--- src/sv/zsbf_pkg.sv ---
// shared types and constants for the stored-block zlib framer
// no dependencies; used by every module of the block by scoped names
`default_nettype none
package zsbf_pkg;

	localparam int LENGTH_BITS = 24;
	localparam int QDEPTH      = 4;
	localparam int QPTR_BITS   = $clog2(QDEPTH);

	localparam logic [7:0]  ZHDR_CMF   = 8'h78;
	localparam logic [7:0]  ZHDR_FLG   = 8'h01;
	localparam logic [15:0] STORED_MAX = 16'hffff;
	localparam logic [16:0] ADLER_MOD  = 17'd65521;

	// one classified input byte, everything the back end needs to frame it
	typedef struct packed {
		logic [7:0]  data;
		logic        zhdr;
		logic        blkhdr;
		logic        final_blk;
		logic [15:0] blk_len;
		logic        last;
		logic [15:0] sum_high;
		logic [15:0] sum_low;
	} cmd_t;

	typedef struct packed {
		logic                 full;
		logic                 empty;
		logic [QPTR_BITS:0]   count;
	} q_status_t;

	typedef enum logic [3:0] {
		ST_CMF,
		ST_FLG,
		ST_FINAL,
		ST_LEN_LO,
		ST_LEN_HI,
		ST_NLEN_LO,
		ST_NLEN_HI,
		ST_DATA,
		ST_CHK3,
		ST_CHK2,
		ST_CHK1,
		ST_CHK0
	} step_t;

endpackage
`default_nettype wire

--- src/sv/zsbf_front.sv ---
// front end: takes raw bytes, tracks frame and block counters and adler-32,
// and builds one framing command per byte; depends on zsbf_pkg
`default_nettype none
module zsbf_front (
	input  wire logic                                clk,
	input  wire logic                                arst_n,
	input  wire logic                                total_length_we,
	input  wire logic [23:0]                         total_length,
	input  wire logic                                take,
	input  wire logic [7:0]                          data_byte,
	output zsbf_pkg::cmd_t                           cmd
);

	logic [zsbf_pkg::LENGTH_BITS-1:0] total_q;
	logic [zsbf_pkg::LENGTH_BITS-1:0] bytes_taken_q;
	logic [16:0]                      block_left_q;
	logic [15:0]                      sum_low_q;
	logic [15:0]                      sum_high_q;

	logic [zsbf_pkg::LENGTH_BITS-1:0] total;
	logic [zsbf_pkg::LENGTH_BITS-1:0] rem;
	logic [zsbf_pkg::LENGTH_BITS:0]   taken_inc;
	logic                             fits;
	logic [15:0]                      blk;
	logic [16:0]                      low_sum;
	logic [16:0]                      high_sum;
	logic [15:0]                      low_next;
	logic [15:0]                      high_next;
	logic [16:0]                      left_next;
	logic                             last;

	always_comb begin
		total = (total_q == '0) ? zsbf_pkg::LENGTH_BITS'(1) : total_q;
		rem = (bytes_taken_q < total) ? (total - bytes_taken_q)
			: zsbf_pkg::LENGTH_BITS'(1);
		fits = (rem[zsbf_pkg::LENGTH_BITS-1:16] == '0);
		blk = fits ? rem[15:0] : zsbf_pkg::STORED_MAX;
		left_next = (block_left_q == '0) ? ({1'b0, blk} - 17'd1)
			: (block_left_q - 17'd1);

		// adler-32 by conditional subtraction, both sums stay below the modulus
		low_sum = {1'b0, sum_low_q} + {9'd0, data_byte};
		low_next = (low_sum >= zsbf_pkg::ADLER_MOD)
			? 16'(low_sum - zsbf_pkg::ADLER_MOD) : low_sum[15:0];
		high_sum = {1'b0, sum_high_q} + {1'b0, low_next};
		high_next = (high_sum >= zsbf_pkg::ADLER_MOD)
			? 16'(high_sum - zsbf_pkg::ADLER_MOD) : high_sum[15:0];

		taken_inc = {1'b0, bytes_taken_q} + 1'b1;
		last = (taken_inc >= {1'b0, total});

		cmd.data      = data_byte;
		cmd.zhdr      = (bytes_taken_q == '0);
		cmd.blkhdr    = (block_left_q == '0);
		cmd.final_blk = fits;
		cmd.blk_len   = blk;
		cmd.last      = last;
		cmd.sum_high  = high_next;
		cmd.sum_low   = low_next;
	end

	always_ff @(posedge clk or negedge arst_n) begin
		if (!arst_n) begin
			total_q <= zsbf_pkg::LENGTH_BITS'(1);
		end else if (total_length_we) begin
			total_q <= zsbf_pkg::LENGTH_BITS'(total_length);
		end
	end

	always_ff @(posedge clk or negedge arst_n) begin
		if (!arst_n) begin
			bytes_taken_q <= '0;
			block_left_q  <= '0;
			sum_low_q     <= 16'd1;
			sum_high_q    <= '0;
		end else if (take) begin
			if (last) begin
				// frame closes: counters and sums back to their start
				bytes_taken_q <= '0;
				block_left_q  <= '0;
				sum_low_q     <= 16'd1;
				sum_high_q    <= '0;
			end else begin
				bytes_taken_q <= taken_inc[zsbf_pkg::LENGTH_BITS-1:0];
				block_left_q  <= left_next;
				sum_low_q     <= low_next;
				sum_high_q    <= high_next;
			end
		end
	end

endmodule
`default_nettype wire

--- src/sv/zsbf_queue.sv ---
// short command queue between front and back end, flop storage
// depends on zsbf_pkg for the command type and depth
`default_nettype none
module zsbf_queue (
	input  wire logic            clk,
	input  wire logic            arst_n,
	input  wire logic            push,
	input  wire zsbf_pkg::cmd_t  wr_cmd,
	input  wire logic            pop,
	output zsbf_pkg::cmd_t       head,
	output zsbf_pkg::q_status_t  status
);

	zsbf_pkg::cmd_t                      mem_q [zsbf_pkg::QDEPTH];
	logic [zsbf_pkg::QPTR_BITS-1:0]      wr_ptr_q;
	logic [zsbf_pkg::QPTR_BITS-1:0]      rd_ptr_q;
	logic [zsbf_pkg::QPTR_BITS:0]        count_q;

	assign head         = mem_q[rd_ptr_q];
	assign status.count = count_q;
	assign status.empty = (count_q == '0);
	assign status.full  = (count_q == (zsbf_pkg::QPTR_BITS+1)'(zsbf_pkg::QDEPTH));

	always_ff @(posedge clk) begin
		if (push) begin
			mem_q[wr_ptr_q] <= wr_cmd;
		end
	end

	always_ff @(posedge clk or negedge arst_n) begin
		if (!arst_n) begin
			wr_ptr_q <= '0;
			rd_ptr_q <= '0;
			count_q  <= '0;
		end else begin
			if (push) begin
				wr_ptr_q <= wr_ptr_q + 1'b1;
			end
			if (pop) begin
				rd_ptr_q <= rd_ptr_q + 1'b1;
			end
			if (push && !pop) begin
				count_q <= count_q + 1'b1;
			end else if (pop && !push) begin
				count_q <= count_q - 1'b1;
			end
		end
	end

endmodule
`default_nettype wire

--- src/sv/zsbf_back.sv ---
// back end: walks each queued command byte by byte into the output register
// depends on zsbf_pkg for the command type and step encoding
`default_nettype none
module zsbf_back (
	input  wire logic            clk,
	input  wire logic            arst_n,
	input  wire zsbf_pkg::cmd_t  head,
	input  wire logic            q_empty,
	output logic                 pop,
	output logic                 dst_valid,
	input  wire logic            dst_stall,
	output logic [7:0]           out_byte,
	output logic                 run_last,
	output logic                 stream_done
);

	zsbf_pkg::step_t step_q;
	logic            started_q;
	zsbf_pkg::step_t cur_step;
	zsbf_pkg::step_t next_step;
	zsbf_pkg::step_t first_step;
	logic            at_end;
	logic            fire;
	logic            load;
	logic [7:0]      byte_sel;
	logic [15:0]     nlen;

	logic            dst_valid_q;
	logic [7:0]      out_byte_q;
	logic            run_last_q;
	logic            stream_done_q;

	assign nlen = ~head.blk_len;
	assign load = !dst_valid_q || !dst_stall;
	assign fire = load && !q_empty;

	always_comb begin
		if (head.zhdr) begin
			first_step = zsbf_pkg::ST_CMF;
		end else if (head.blkhdr) begin
			first_step = zsbf_pkg::ST_FINAL;
		end else begin
			first_step = zsbf_pkg::ST_DATA;
		end
		cur_step = started_q ? step_q : first_step;
	end

	// next step
	always_comb begin
		next_step = cur_step;
		at_end    = 1'b0;
		unique case (cur_step) inside
			zsbf_pkg::ST_FLG: begin
				next_step = head.blkhdr ? zsbf_pkg::ST_FINAL : zsbf_pkg::ST_DATA;
			end
			zsbf_pkg::ST_DATA: begin
				next_step = zsbf_pkg::ST_CHK3;
				at_end    = !head.last;
			end
			zsbf_pkg::ST_CHK0: begin
				at_end = 1'b1;
			end
			zsbf_pkg::ST_CMF, zsbf_pkg::ST_FINAL, zsbf_pkg::ST_LEN_LO,
			zsbf_pkg::ST_LEN_HI, zsbf_pkg::ST_NLEN_LO, zsbf_pkg::ST_NLEN_HI,
			zsbf_pkg::ST_CHK3, zsbf_pkg::ST_CHK2, zsbf_pkg::ST_CHK1: begin
				next_step = zsbf_pkg::step_t'(cur_step + 4'd1);
			end
			default: begin
				next_step = zsbf_pkg::ST_CMF;
				at_end    = 1'b1;
			end
		endcase
	end

	// byte for the current step
	always_comb begin
		unique case (cur_step)
			zsbf_pkg::ST_CMF:     byte_sel = zsbf_pkg::ZHDR_CMF;
			zsbf_pkg::ST_FLG:     byte_sel = zsbf_pkg::ZHDR_FLG;
			zsbf_pkg::ST_FINAL:   byte_sel = {7'd0, head.final_blk};
			zsbf_pkg::ST_LEN_LO:  byte_sel = head.blk_len[7:0];
			zsbf_pkg::ST_LEN_HI:  byte_sel = head.blk_len[15:8];
			zsbf_pkg::ST_NLEN_LO: byte_sel = nlen[7:0];
			zsbf_pkg::ST_NLEN_HI: byte_sel = nlen[15:8];
			zsbf_pkg::ST_DATA:    byte_sel = head.data;
			zsbf_pkg::ST_CHK3:    byte_sel = head.sum_high[15:8];
			zsbf_pkg::ST_CHK2:    byte_sel = head.sum_high[7:0];
			zsbf_pkg::ST_CHK1:    byte_sel = head.sum_low[15:8];
			zsbf_pkg::ST_CHK0:    byte_sel = head.sum_low[7:0];
			default:              byte_sel = head.data;
		endcase
	end

	assign pop = fire && at_end;

	always_ff @(posedge clk or negedge arst_n) begin
		if (!arst_n) begin
			step_q    <= zsbf_pkg::ST_CMF;
			started_q <= 1'b0;
		end else if (fire) begin
			step_q    <= next_step;
			started_q <= !at_end;
		end
	end

	always_ff @(posedge clk or negedge arst_n) begin
		if (!arst_n) begin
			dst_valid_q <= 1'b0;
		end else if (load) begin
			dst_valid_q <= !q_empty;
		end
	end

	always_ff @(posedge clk) begin
		if (fire) begin
			out_byte_q    <= byte_sel;
			run_last_q    <= at_end;
			stream_done_q <= (cur_step == zsbf_pkg::ST_CHK0);
		end
	end

	assign dst_valid   = dst_valid_q;
	assign out_byte    = out_byte_q;
	assign run_last    = run_last_q;
	assign stream_done = stream_done_q;

endmodule
`default_nettype wire

--- src/sv/zlib_stored_block_framer_top.sv ---
// top level of the stored-block zlib framer with adler-32 trailer
// depends on zsbf_pkg, zsbf_front, zsbf_queue, zsbf_back
//
//  channel  | handshake              | payload
//  src      | src_valid / src_stall  | data_byte
//  dst      | dst_valid / dst_stall  | out_byte, run_last, stream_done
//  config   | total_length_we        | total_length
//
// a raw byte is taken every cycle while the four-entry command queue has room
// each byte leaves as 1 to 12 output beats, one beat per cycle from the back end
// unless dst_stall holds it, so the sustained byte rate is set by the output side:
// 1 beat per byte in a block, 6 with a block header, 2 more at frame start, 4 at end
// reset clears counters, sums, the queue and dst_valid; total_length resets to 1
// dst_stall holds output register and back end; the queue absorbs up to four bytes
`default_nettype none
module zlib_stored_block_framer_top (
	input  wire logic        clk,
	input  wire logic        arst_n,
	input  wire logic        total_length_we,
	input  wire logic [23:0] total_length,
	input  wire logic        src_valid,
	output logic             src_stall,
	input  wire logic [7:0]  data_byte,
	output logic             dst_valid,
	input  wire logic        dst_stall,
	output logic [7:0]       out_byte,
	output logic             run_last,
	output logic             stream_done
);

	zsbf_pkg::cmd_t      new_cmd;
	zsbf_pkg::cmd_t      head;
	zsbf_pkg::q_status_t q_status;
	logic                push;
	logic                pop;

	assign src_stall = q_status.full;
	assign push      = src_valid && !q_status.full;

	zsbf_front u_front (
		.clk             (clk),
		.arst_n          (arst_n),
		.total_length_we (total_length_we),
		.total_length    (total_length),
		.take            (push),
		.data_byte       (data_byte),
		.cmd             (new_cmd)
	);

	zsbf_queue u_queue (
		.clk    (clk),
		.arst_n (arst_n),
		.push   (push),
		.wr_cmd (new_cmd),
		.pop    (pop),
		.head   (head),
		.status (q_status)
	);

	zsbf_back u_back (
		.clk         (clk),
		.arst_n      (arst_n),
		.head        (head),
		.q_empty     (q_status.empty),
		.pop         (pop),
		.dst_valid   (dst_valid),
		.dst_stall   (dst_stall),
		.out_byte    (out_byte),
		.run_last    (run_last),
		.stream_done (stream_done)
	);

`ifndef ASSERT_OFF
	// checksum close is always the last beat of its byte
	a_done_is_run_last: assert property (@(posedge clk) disable iff (!arst_n)
		dst_valid && stream_done |-> run_last)
		else $error("stream_done without run_last");

	// back end never retires a command from an empty queue
	a_no_pop_empty: assert property (@(posedge clk) disable iff (!arst_n)
		pop |-> !q_status.empty)
		else $error("pop from empty queue");

	// queue occupancy grows by one on a push without a pop
	a_count_push: assert property (@(posedge clk) disable iff (!arst_n)
		push && !pop |=> q_status.count == $past(q_status.count) + 1'b1)
		else $error("queue count did not grow on push");
`endif

endmodule
`default_nettype wire
--- config.mk ---
export PLATFORM = sky130hd
export DESIGN_NAME = zlib_stored_block_framer_top
export DESIGN_NICKNAME = d
export VERILOG_FILES = /design/src/sv/zsbf_pkg.sv /design/src/sv/zsbf_front.sv /design/src/sv/zsbf_queue.sv /design/src/sv/zsbf_back.sv /design/src/sv/zlib_stored_block_framer_top.sv
export SDC_FILE = /design/constraint.sdc
export NUM_CORES = 1
export LEC_CHECK = 0
export BUFFER_PORTS_ARGS = -buffer_cell sky130_fd_sc_hd__buf_2
export CAP_MARGIN = 15
export CORE_MARGIN = 4
export CORE_UTILIZATION = 30
export CTS_BUF_LIST = sky130_fd_sc_hd__clkbuf_2 sky130_fd_sc_hd__clkbuf_4 sky130_fd_sc_hd__clkbuf_8
export DETAILED_ROUTE_END_ITERATION = 16
export PLACE_DENSITY = 0.44
export SLEW_MARGIN = 20
export SYNTH_ARGS = -nofsm -noshare
export SYNTH_HDL_FRONTEND = slang
export SYNTH_HIERARCHICAL = 1
export SYNTH_SLANG_ARGS = --single-unit
export TNS_END_PERCENT = 10
--- constraint.sdc ---
create_clock -name clk -period 17.1 [get_ports clk]
set_input_delay 0.855 -clock clk [delete_from_list [all_inputs] [get_ports clk]]
set_output_delay 0.855 -clock clk [all_outputs]
set_load 0.02 [all_outputs]
Word-level counts from Yosys, hierarchy flattened
Memory sizes are Yosys's and may differ from the RTL's.
Cells that the tools add are included.
{"block": "word_totals", "reg_bits": 120, "latch_bits": 0, "ram_bits": 240, "rom_bits": 0, "word_cells": 88, "n_memories": 1}
{"block": "classes", "addsub": 13, "mul": 0, "n_div": 0, "n_lt_le_gt_ge": 4, "n_eq_ne": 12, "n_shift": 0, "n_mux": 20, "bitwise": 1, "n_reduce_logical": 23}
{"memory": "u_queue.mem_q", "depth": 4, "word_bits": 60, "read_ports": 1, "rd_ports_with_merged_regs": 0, "write_ports": 1, "line": "zsbf_queue.sv:14", "rtl": "zsbf_pkg::cmd_t mem_q [zsbf_pkg::QDEPTH];"}
{"cell": "8-bit case mux with 11 select lines", "count": 1}
{"cell": "16-bit 2-to-1 mux", "count": 5}
{"cell": "24-bit 2-to-1 mux", "count": 3}
{"cell": "24-bit logical NOT", "count": 2}
{"cell": "17-bit by 16-bit >= comparator with 1-bit output (second input constant)", "count": 2}
{"cell": "17-bit 2-to-1 mux", "count": 2}
{"cell": "16-bit subtractor (second input constant)", "count": 2}
{"cell": "24-bit by 1-bit adder with 25-bit output (second input constant)", "count": 1}
{"cell": "25-bit by 24-bit >= comparator with 1-bit output", "count": 1}
{"cell": "24-bit < comparator", "count": 1}
{"cell": "24-bit subtractor", "count": 1}
{"cell": "16-bit by 16-bit adder with 17-bit output", "count": 1}
{"cell": "16-bit by 8-bit adder with 17-bit output", "count": 1}
{"cell": "17-bit logical NOT", "count": 1}
{"cell": "16-bit by 1-bit subtractor with 17-bit output (second input constant)", "count": 1}
{"cell": "17-bit by 1-bit subtractor with 17-bit output (second input constant)", "count": 1}
{"cell": "4-bit by 3-bit == test with 1-bit output (second input constant)", "count": 4}
{"cell": "4-bit == test (second input constant)", "count": 4}
{"cell": "16-bit NOT", "count": 1}
{"cell": "4-bit case mux with 4 select lines", "count": 1}
{"cell": "10-bit OR reduction", "count": 1}
{"cell": "3-bit 2-to-1 mux", "count": 3}
{"cell": "9-bit OR reduction", "count": 1}
{"cell": "4-bit by 2-bit == test with 1-bit output (second input constant)", "count": 2}
{"cell": "other kinds (16)", "count": 30}

Depth between registers and ports, before layout
Gate-level depths: netlist (run 1).
An unclocked memory read counts as a cell.
{"block": "logic_depth", "depth_word": 11, "depth_mapped": 26, "mapped_depth_nobuf": 25}

Modules after synthesis
The synthesis (run 1) kept the hierarchy.
{"mod": "zsbf_front", "instances": 1, "cells_each": 1192, "area_each_um2": 9344.0, "seq_area_each_um2": 2429.8}
{"mod": "zsbf_queue", "instances": 1, "cells_each": 348, "area_each_um2": 9121.2, "seq_area_each_um2": 7382.1}
{"mod": "zsbf_back", "instances": 1, "cells_each": 175, "area_each_um2": 1515.2, "seq_area_each_um2": 450.4}
{"mod": "zlib_stored_block_framer_top", "instances": 1, "cells_each": 1, "area_each_um2": 13.8, "seq_area_each_um2": 0.0}

Worst setup path after synthesis (run 1)
Ideal clock, no wire load.
{"block": "synth_timing", "kind": "input to register", "startpoint": "in data_byte[0]", "endpoint": "reg u_front.sum_high_q[8]", "setup_ps": 121, "arrival_ps": 6642, "path_slack_ps": 10337, "path_stages": 25, "path_cell_list": "ha_1 -> fa_1 -> a21o_1 -> a21oi_1 -> o21ai_0 -> a21oi_1 -> xor2_1 -> or4_1 -> o21ai_1 -> xnor2_1 -> ha_1 -> inv_1 -> fa_1 -> nand3b_1 -> a21oi_1 -> nor3_1 -> nor4_1 -> nand4_1 -> nor3_1 -> and4b_1 -> a21o_1 -> buf_2 -> nand4b_1 -> xnor2_1 -> a22o_1"}
{"element": "start: declaration", "line": "zlib_stored_block_framer_top.sv:23", "rtl": "input wire logic [7:0] data_byte,"}
{"element": "end signal: assignment", "line": "zsbf_front.sv:87", "rtl": "sum_high_q <= high_next;"}
{"element": "end: declaration", "line": "zsbf_front.sv:18", "rtl": "logic [15:0] sum_high_q;"}

==> results.md, run 1 <==
- The max-capacitance violation count is 0.
- Before CTS, the worst setup slack after placement is about 9 ns.
- The floorplan has 94 rows.
- The placeable core area is about 66000 um^2.
- Dividing the detail-routed via count by the number of cells gives around 5.2.
- The final count of hold timing violations is 0.
- The number of buffers inserted during clock tree synthesis is 68.
- Summing all non-filler instances in the final layout gives an area of around 22000 um^2.
- The DRC violation total after the first TritonRoute iteration is 996.
- The power share of the sequential group is 32.4%.
- The number of setup violations in the final report is 0.
- The number of buffers between clock root and the deepest sink is 3.
- The post-route fraction of the period consumed by the critical path is 44.2%.
- Summing internal, switching and leakage power gives approximately 4.7 mW.
- The power density normalized to cell area is 208 nW/um^2.
- After legalization and detailed placement, the total HPWL measured 37.8 mm.
- The final sum of negative setup slack is 0 ns.
- Cells with a size suffix above 1 make up 15.8% of the layout.
- After synthesis the netlist holds a flip-flop and latch count of 360.
- Among all flip-flop cells after synthesis, the most frequent one is sky130_fd_sc_hd__edfxtp_1.
- Clock-pin slew was measured on the worst setup and hold paths at 0.06 ns.
- The number of cells traversed by the worst register-to-register path is 23.
- After clock tree synthesis, the flow added hold-fix buffers numbering 0.
- The via count is between 10k and 15k.
- The DRC violation count after routing is 0.
- Summed over all layers, the global routing overflow is 0.
- Setup slack on the critical path of the routed design comes to between 9 and 10 ns.
- The die boundary width is 266 um.
- The count of non-filler cells in the finished layout is 2666.
- In the synthesized netlist the async set-or-reset flop fraction comes to roughly 30%.
- The number of gates resized after CTS is 0.
- The aggregate routed wire length is 54.9 mm.
- The area growth from synthesis to final layout is 11.8%.
- TritonCTS built the clock tree.
- In this run the static leakage power is about 8.5 nW.
- The startpoint identified for the worst register-to-register timing path is u_front/sum_low_q[0]$_DFFE_PN1P_.
- The min-delay analysis places its worst path in the category in2async.
- CTS saw 360 sinks.
- The top-level port count is between 40 and 50.
- The sort of element at the end of the critical path is a register.
- In this run the critical register-to-register path is captured at u_queue/mem_q[1][22]$_DFFE_PP_.
- The portion of the post-synthesis area used by sequential elements is 51.3%.
- The total number of nets in the final design is 1876.
- The number of levels in the clock H-tree is 3.
- The cell area that synthesis handed to floorplanning was 20000 um^2.
- The starting density of the core is 30.4%.
- The average instance in the mapped netlist occupies 11.7 um^2.
- The pin count of the biggest net entering global routing is 73.
- The total track usage is 15.5%.
- The root buffer cell chosen for the clock tree is sky130_fd_sc_hd__clkbuf_8.
- The pin slew with the least headroom to its limit is 1.04 ns.
- The die footprint is 70800 um^2.
- The share of total power dissipated in the clock network is 19.4%.
- Internal power comes to 2.71 mW.
- After detailed routing, the average wire length per cell comes to between 20 and 25 um.
- Measured against its own limit, the worst slew margin works out to 30.9%.
- The floorplan step set the die height to 266 um.
- STA classifies the critical path startpoint as an input pin.
- The switching part of the total power is 41.8%.
- The fmax is around 130 MHz.
- The type of the worst setup path is in2reg.
- The share of total power dissipated in combinational logic is 48.3%.
- The run finished with clean final reports.
- Including well taps, the total number of placed cells is 2539.
- During synthesis, Yosys emitted a total of 6 warnings.
- The global-route wire length before repair is between 80 and 90 mm.
- At the worst endpoint, the required time is 17.44 ns.
- The cell area after placement is roughly 21000 um^2.
- The number of iterations in the first detailed-routing pass is 5.
- The largest voltage drop on the vdd net is slightly below 80 uV.
- The congestion estimate from routability-driven global placement came to 0.851.
- The post-synth net total is 1847.
- The post-route antenna net violation count is 0.
- Setup slack on the worst reg-to-reg path comes out at roughly 9.6 ns.
- The setup clock skew after layout is approximately 0.035 ns.
- Of all nets on the critical path, the largest fanout is 9.
- Post-CTS timing repair inserted 0 buffers for setup.
- The max-slew violation count is 0.
- The number of global-route vias before repair is 14.0k.
- In this run the worst setup path begins at data_byte[0].
- The synthesized netlist contains 98 unique library cells.
- The number of standard cells after synthesis is 1716.
- Fill cells in the final layout number ~6.6k.
- The number of buffer cells added on primary ports is 48.
- Setup repair after global routing left no endpoint under its margin.
- Data on the critical path arrives at its endpoint at ~7.9 ns.
- The number of flops mapped to enable cells by yosys is 250.
- Clock latency on the worst-skew pair, taken at its later pin, is 0.64 ns.
- The clock period could shrink to 7.56 ns.
- Summed over all nets, the switching power comes to 1.95 mW.
- The initial antenna violation count is 2.
[worst max path at each step]
| stage | endpoint | slack, ns | depth (start not counted) |
|---|---|---|---|
| 5_1_grt | u_front/sum_high_q[6]$_DFFE_PN0P_ | 8.99 | 25 |
| 3_3_place_gp | u_front/sum_high_q[6]$_DFFE_PN0P_ | 9.16 | 25 |
| 3_5_place_dp | u_front/sum_high_q[6]$_DFFE_PN0P_ | 9.00 | 25 |
| 6_report | u_queue/mem_q[1][22]$_DFFE_PP_ | 9.54 | 24 |
| 4_1_cts | u_queue/mem_q[0][22]$_DFFE_PP_ | 9.65 | 23 |
| 2_1_floorplan | u_front/sum_high_q[8]$_DFFE_PN0P_ | 10.34 | 25 |
[per-stage QoR]
stage / utilization (%) / hold slack (ns)
final: 33.9 / 0.305
after global routing: 33.9 / 0.315
after floorplan: - / 0.456
after detailed placement: 31.7 / 0.482
after global placement: 31.7 / 0.475
after CTS: 33.9 / 0.278
[power groups by stage]
stage               Clock (mW)  Combinational [mW]  Sequential [mW]
floorplan                    0                1.63             1.47
global placement             0                2.23             1.52
detailed placement           0                2.25             1.52
CTS                      0.936                2.26             1.51
global route             0.980                2.47             1.54
finish                   0.901                2.24             1.51
[synthesized netlist by cell type, types with 5 or more instances]
| cell | count | share of area (%) |
|---|---|---|
| sky130_fd_sc_hd__buf_1 | 8 | 0.15 |
| sky130_fd_sc_hd__a211o_1 | 6 | 0.26 |
| sky130_fd_sc_hd__or2_2 | 5 | 0.16 |
| sky130_fd_sc_hd__nand2b_1 | 13 | 0.41 |
| sky130_fd_sc_hd__and3_1 | 21 | 0.66 |
| sky130_fd_sc_hd__nand4_1 | 23 | 0.72 |
| sky130_fd_sc_hd__clkbuf_1 | 55 | 1.0 |
| sky130_fd_sc_hd__nand3b_1 | 5 | 0.19 |
| sky130_fd_sc_hd__nor3_1 | 27 | 0.68 |
| sky130_fd_sc_hd__and2_1 | 18 | 0.56 |
| sky130_fd_sc_hd__buf_2 | 22 | 0.55 |
| sky130_fd_sc_hd__a22oi_1 | 8 | 0.30 |
| sky130_fd_sc_hd__dfrtp_1 | 108 | 14 |
| sky130_fd_sc_hd__o21ai_0 | 101 | 2.5 |
| sky130_fd_sc_hd__nor2b_1 | 17 | 0.53 |
| sky130_fd_sc_hd__nor4_1 | 22 | 0.69 |
| sky130_fd_sc_hd__mux2i_1 | 18 | 0.90 |
| sky130_fd_sc_hd__edfxtp_1 | 250 | 38 |
| sky130_fd_sc_hd__xor2_1 | 32 | 1.4 |
| sky130_fd_sc_hd__nand2_1 | 140 | 2.6 |
| sky130_fd_sc_hd__buf_12 | 6 | 0.60 |
| sky130_fd_sc_hd__a31o_2 | 7 | 0.31 |
| sky130_fd_sc_hd__a32oi_1 | 5 | 0.22 |
| sky130_fd_sc_hd__o21bai_1 | 7 | 0.26 |
| sky130_fd_sc_hd__nor2_1 | 86 | 1.6 |
| sky130_fd_sc_hd__nor3b_1 | 6 | 0.23 |
| sky130_fd_sc_hd__ha_1 | 90 | 5.6 |
| sky130_fd_sc_hd__o21a_1 | 13 | 0.49 |
| sky130_fd_sc_hd__o31ai_1 | 13 | 0.49 |
| sky130_fd_sc_hd__mux4_2 | 58 | 6.5 |
| sky130_fd_sc_hd__a22o_1 | 25 | 1.1 |
| sky130_fd_sc_hd__a21o_1 | 31 | 1.2 |
| sky130_fd_sc_hd__o211ai_1 | 18 | 0.68 |
| sky130_fd_sc_hd__or3_1 | 14 | 0.44 |
| sky130_fd_sc_hd__a31oi_1 | 10 | 0.31 |
| sky130_fd_sc_hd__a21oi_1 | 82 | 2.1 |
| sky130_fd_sc_hd__or4_1 | 6 | 0.23 |
| sky130_fd_sc_hd__nand3_1 | 60 | 1.5 |
| sky130_fd_sc_hd__and4b_1 | 5 | 0.25 |
| sky130_fd_sc_hd__inv_1 | 87 | 1.6 |
| sky130_fd_sc_hd__xnor2_1 | 59 | 2.6 |
| sky130_fd_sc_hd__a211oi_1 | 8 | 0.30 |
| sky130_fd_sc_hd__buf_4 | 10 | 0.38 |
| sky130_fd_sc_hd__o21ai_1 | 13 | 0.33 |
[worst max-delay path, stage by stage]
cell and delay, ns:
sky130_fd_sc_hd__buf_2 0.13, sky130_fd_sc_hd__ha_1 0.23, sky130_fd_sc_hd__fa_1 0.40, sky130_fd_sc_hd__a21o_1 0.20, sky130_fd_sc_hd__a21oi_1 0.26, sky130_fd_sc_hd__o21ai_0 0.12
sky130_fd_sc_hd__a21oi_1 0.36, sky130_fd_sc_hd__xor2_1 0.19, sky130_fd_sc_hd__or4_1 0.62, sky130_fd_sc_hd__o21ai_1 0.40, sky130_fd_sc_hd__xnor2_1 0.30, sky130_fd_sc_hd__ha_1 0.25
sky130_fd_sc_hd__inv_1 0.05, sky130_fd_sc_hd__fa_1 0.41, sky130_fd_sc_hd__nand3b_1 0.22, sky130_fd_sc_hd__a21oi_1 0.35, sky130_fd_sc_hd__nor3_1 0.09, sky130_fd_sc_hd__nor4_1 0.45
sky130_fd_sc_hd__nand4_1 0.27, sky130_fd_sc_hd__nor3_1 0.34, sky130_fd_sc_hd__and4b_1 0.35, sky130_fd_sc_hd__a21o_1 0.42, sky130_fd_sc_hd__nand3_1 0.15, sky130_fd_sc_hd__xnor2_1 0.46
[placed cells by master, fill, tap and decap left out, drive strengths merged, types with 60 or more instances in the layout]
cell,instances
nand2,141
dfrtp,108
edfxtp,250
ha,90
a21oi,84
clkbuf,104
mux4,60
nor2,86
o21ai,114
buf,65
nand3,61
inv,93
[layer usage]
| layer | share of wire (%) | track usage, % | up-vias |
|---|---|---|---|
| li1 | - | - | 6523 |
| met1 | 48 | 22.4 | 6907 |
| met2 | 43 | 23.4 | 326 |
| met3 | 5.8 | 3.16 | 80 |
| met4 | 2.4 | 5.10 | 2 |
| met5 | 0.015 | 0 | - |
[cell families after synthesis]
group,share of synthesized area [%]
compound gates,13.3
fa+ha+maj,6.03
buf+inv,4.64
xor+xnor,3.99
flops,51.3
mux,7.87
simple gates,12.8
[sequential cells by signal (all words and copies together) (netlist names)]
register               cells
u_queue/mem_q            240
u_front/bytes_taken_q     24
u_front/total_q           24
u_front/block_left_q      17
u_front/sum_high_q        16
u_front/sum_low_q         16
u_back/out_byte            8
u_back/step_q              4
u_queue/count_q            3
u_queue/rd_ptr_q           2
u_queue/wr_ptr_q           2
u_back/dst_valid           1
u_back/run_last            1
u_back/started_q           1
u_back/stream_done         1
[layout make-up]
class	instances	area (um^2)	area share, %
Timing Repair Buffer	65	370	1.66
Inverter	89	337	1.51
Clock buffer	104	1240	5.57
Antenna cell	1	2.50	0.0112
Multi-Input combinational cell	1161	8810	39.4
Sequential cell	360	10300	45.9
Tap cell	864	1080	4.84
Clock inverter	22	230	1.03
Note: power is estimated with default switching activity, not from simulation.
==> inputs of run 2 (changes only) <==
ABC_AREA = 1   (was unset)
clock period = 7.5 ns   (was 17.1 ns; I/O delays follow)
==> run 2 against run 1 <==
Worst setup slack worse by 8.6 ns. Routed wire length rose by 13%. Die area grew 10%. Synthesized area increased by 11%. Clock skew is 0.019 ns higher. Non-clock buffer count up 26. Sequential share of layout area fell by 4.7 points. Sequential cell count unchanged. First-iteration DRC count is 4.7% higher. Total power rose to 2.6 times the previous value. Via count increased by 22%. Cell area grew 11%. Critical endpoint is now u_queue/mem_q[0][30]$_DFFE_PP_.
==> results.md, run 2 <==
- The flow ran to the end, and the final reports show no timing, DRC or antenna violations.
- The via count normalized by instance count is 4.64 (-11%).
- The flip-flop count of the largest register, all copies and words added is 240 (unchanged).
- The power density normalized to cell area was 493 nW/um^2 (+140%).
- The critical-path cell with the highest stage delay is sky130_fd_sc_hd__dlygate4sd3_1.
- The area fraction of the dominant cell type after synthesis came to 33.9% (-3.6 points).
- The leakage component of the power is 11.3 nW (+34%).
- The number of buffers between clock root and the deepest sink is 3 (unchanged).
- The library cell used most frequently in the layout, excluding fill and tap cells, is sky130_fd_sc_hd__nand2_1.
- The post-synth net total is 2694 (+46%).
- The number of buffer cells added on primary ports is 48 (unchanged).
- The top fanout value on the critical path came to 17 (+8).
- The number of distinct library cells after synthesis is 62 (-37%).
- The vertical die dimension is 280 um (+5.1%).
- The number of clock sinks is 360 (unchanged).
- The most used flip-flop cell after synthesis is sky130_fd_sc_hd__edfxtp_1.
- Setup repair after global routing left no endpoint under its margin.
- The register with the most flip-flops is u_queue/mem_q.
- The total track usage is 15.9% (+0.36 points).
- The post-synthesis register bit count is 360 (unchanged).
- The pin slew with the least headroom to its limit is 0.995 ns (-0.0417 ns).
- The number of buffers inserted during clock tree synthesis is 70 (+2.9%).
- The total number of nets in the final design is 2753 (+47%).
- The worst hold slack is 0.0644 ns (-0.241 ns).
- The clock latency reported for the late side of the worst-skew pair is 0.67 ns (+0.03 ns).
- The setup clock skew after layout is 0.0546 ns (+0.0195 ns).
- The post-CTS clock slew at the launch and capture registers of the worst setup and hold paths is 0.06 ns (about the same).
- The cell sitting at the root of the clock tree is a sky130_fd_sc_hd__clkbuf_8.
- The commonest cells after synthesis are sky130_fd_sc_hd__nand2_1, sky130_fd_sc_hd__inv_1, sky130_fd_sc_hd__edfxtp_1.
- The max-slew violation count is 0 (unchanged).
- The signal arrival time at the worst endpoint is 6.91 ns (-0.99 ns).
- The total power draw is 12.3 mW (+160%).
- The die boundary width was 280 um (+5.1%).
- The top-level port count is 49 (unchanged).
- The worst setup path is launched from an input pin.
- The number of iterations in the first detailed-routing pass was 5 (unchanged).
- The number of flops mapped to enable cells by yosys is 250 (unchanged).
- The largest registers in the layout are u_queue/mem_q: 240 flops, u_front/bytes_taken_q: 24 flops, u_front/total_q: 24 flops.
- The starting density of the core is 30.3% (-0.061 points).
- The average wire per cell in the routed design is 17.0 um (-18%).
- The total number of placement rows is 99 (+5.3%).
- The worst setup path is captured at a register.
- Ranked by total cell area, the synthesized netlist is headed by sky130_fd_sc_hd__edfxtp_1, sky130_fd_sc_hd__nand2_1, sky130_fd_sc_hd__dfrtp_1.
- The most frequent cell after synthesis is sky130_fd_sc_hd__nand2_1.
- The final count of hold timing violations is 0 (unchanged).
- The classification of the worst-slack hold path is in2reg.
- The smallest clock period supported by the final layout is computed as 6.58 ns.
- The placeable core area is 73100 um^2 (+11%).
- The clock tree from TritonCTS is built.
- The number of levels in the clock H-tree was 3 (unchanged).
- The number of gates resized after CTS came to 0 (unchanged).
- The placed wire-length estimate is 44.1 mm (+17%).
- The post-route antenna net violation count was 0 (unchanged).
- The post-cts hold buffer count was 28 (+28).
- In the finished design, the share of the clock period the worst path needs comes to 87.7%.
- The final worst-path setup slack is 0.920 ns (-8.62 ns).
- The pin count of the biggest net entering global routing is 171 (+130%).
- The die footprint is 78200 um^2 (+10%).
- The aggregate routed wire length is 61.8 mm (+13%).
- In the layout the commonest cells are sky130_fd_sc_hd__nand2_1, sky130_fd_sc_hd__inv_1, sky130_fd_sc_hd__edfxtp_1.
- The relative slew slack was 33.1% (+2.3 points).
- The proportion of synthesized flip-flops having asynchronous set or reset is 30.6% (unchanged).
- The synthesized area per cell is 8.64 um^2 (-26%).
- The max-capacitance violation count is 0 (unchanged).
- The proportion of layout cells with a drive suffix above 1 is 14.7% (-1.1 points).
- The count of non-filler cells in the finished layout is 3642 (+37%).
- The via count is 16.9k (+22%).
- The overall overflow remaining after global route is 0 (unchanged).
- The initial antenna violation count is 4 (+2).
- The DRC violation total after the first TritonRoute iteration was 1043 (+4.7%).
- The cell area after synthesis is 22100 um^2 (+11%).
- The portion of the post-synthesis area used by sequential elements is 46.3% (-5.0 points).
- The global-route wire length before repair was 97.0 mm (+14%).
- The final sum of negative setup slack is 0 ns (unchanged).
- The DRC violation count after routing is 0 (unchanged).
- The required time reported for the critical path endpoint was 7.83 ns (-9.61 ns).
- The buffer count from post-CTS setup fixing came to 0 (unchanged).
- The type of the worst setup path is in2reg.
- The number of global-route vias before repair is 16.9k (+21%).
- The post-place setup slack is 0.849 ns (-8.15 ns).
- The total instance count after detailed placement is 3481 (+37%).
- The largest area contributor in the netlist is sky130_fd_sc_hd__edfxtp_1.
- The area growth from synthesis to final layout is 12.4%.
- The largest voltage drop on the vdd net is 286 uV (+270%).
- The fmax is 152 MHz.
- The weighted congestion reported at the end of routability-driven placement is 0.842 (-1.1%).
- The count of warnings emitted by yosys is 6 (unchanged).
- The number of setup violations in the final report came to 0 (unchanged).
- The number of standard cells after synthesis came to 2563 (+49%).
- In this design, the critical path's most frequently occurring cell is sky130_fd_sc_hd__nand2_1.
- The delay of the slowest cell on the worst path is 0.53 ns (-0.09 ns).
-- run 2: power by group --
part           total [mW]  switching [mW]  internal [mW]
clock                2.13           0.896           1.23
combinational        6.64            4.59           2.05
sequential           3.49           0.370           3.12
-- run 2: final timing paths --
check	start	end	slack [ns]	cells after the start
min in group asynchronous	arst_n	u_back/dst_valid$_DFFE_PN0N_	0.33	2
hold reg to reg	u_front/block_left_q[10]$_DFFE_PN0P_	u_front/block_left_q[10]$_DFFE_PN0P_	0.48	2
max in group asynchronous	arst_n	u_front/bytes_taken_q[5]$_DFFE_PN0P_	5.73	3
setup reg to reg	u_front/sum_low_q[0]$_DFFE_PN1P_	u_queue/mem_q[0][30]$_DFFE_PP_	0.99	35
setup / recovery	data_byte[0]	u_queue/mem_q[0][30]$_DFFE_PP_	0.92	37
hold / removal	data_byte[4]	u_queue/mem_q[1][56]$_DFFE_PP_	0.06	1
-- run 2: metal layers --
| layer | track usage [%] | part of all wire (%) | vias up |
|---|---|---|---|
| li1 | - | - | 8531 |
| met1 | 22.4 | 49 | 7947 |
| met2 | 25.3 | 45 | 332 |
| met3 | 2.68 | 4.1 | 91 |
| met4 | 4.41 | 2.3 | 2 |
| met5 | 0 | 0.032 | - |
-- run 2: cells by family (layout without fill, tap and decap cells) --
group | count (synthesis) | after routing | synth area share, %
and+or+nand+nor | 1192 | 1192 | 24.3
buffers and inverters | 531 | 646 | 10.3
DFF | 360 | 360 | 46.3
AOI/OAI and AO/OA | 311 | 311 | 10.5
adders and majority gates | 94 | 94 | 5.45
xor gates and xnor gates | 70 | 70 | 2.87
muxes | 5 | 5 | 0.249
other | 0 | 5 | 0
-- run 2: worst max-delay path: cells and delay by family --
| family | cells | cell delay [ns] |
|---|---|---|
| AOI/OAI and AO/OA | 6 | 1.30 |
| xor gates and xnor gates | 1 | 0.27 |
| adders and majority gates | 4 | 1.25 |
| buffers and inverters | 6 | 1.04 |
| and+or+nand+nor | 20 | 2.67 |
-- run 2: final cells by class --
type | count | area, um^2
Clock buffer | 107 | 1320
Inverter | 427 | 1610
Clock inverter | 21 | 211
Fill cell | 7598 | 48200
Timing Repair Buffer | 91 | 648
Tap cell | 959 | 1200
Sequential cell | 360 | 10300
Antenna cell | 5 | 12.5
Multi-Input combinational cell | 1672 | 9620
-- run 2: stage by stage --
stage,area [um^2],util (%)
floorplan,22100,-
global placement,23100,31.5
detailed placement,23100,31.6
CTS,24900,34.0
global route,24900,34.0
finish,24900,34.0
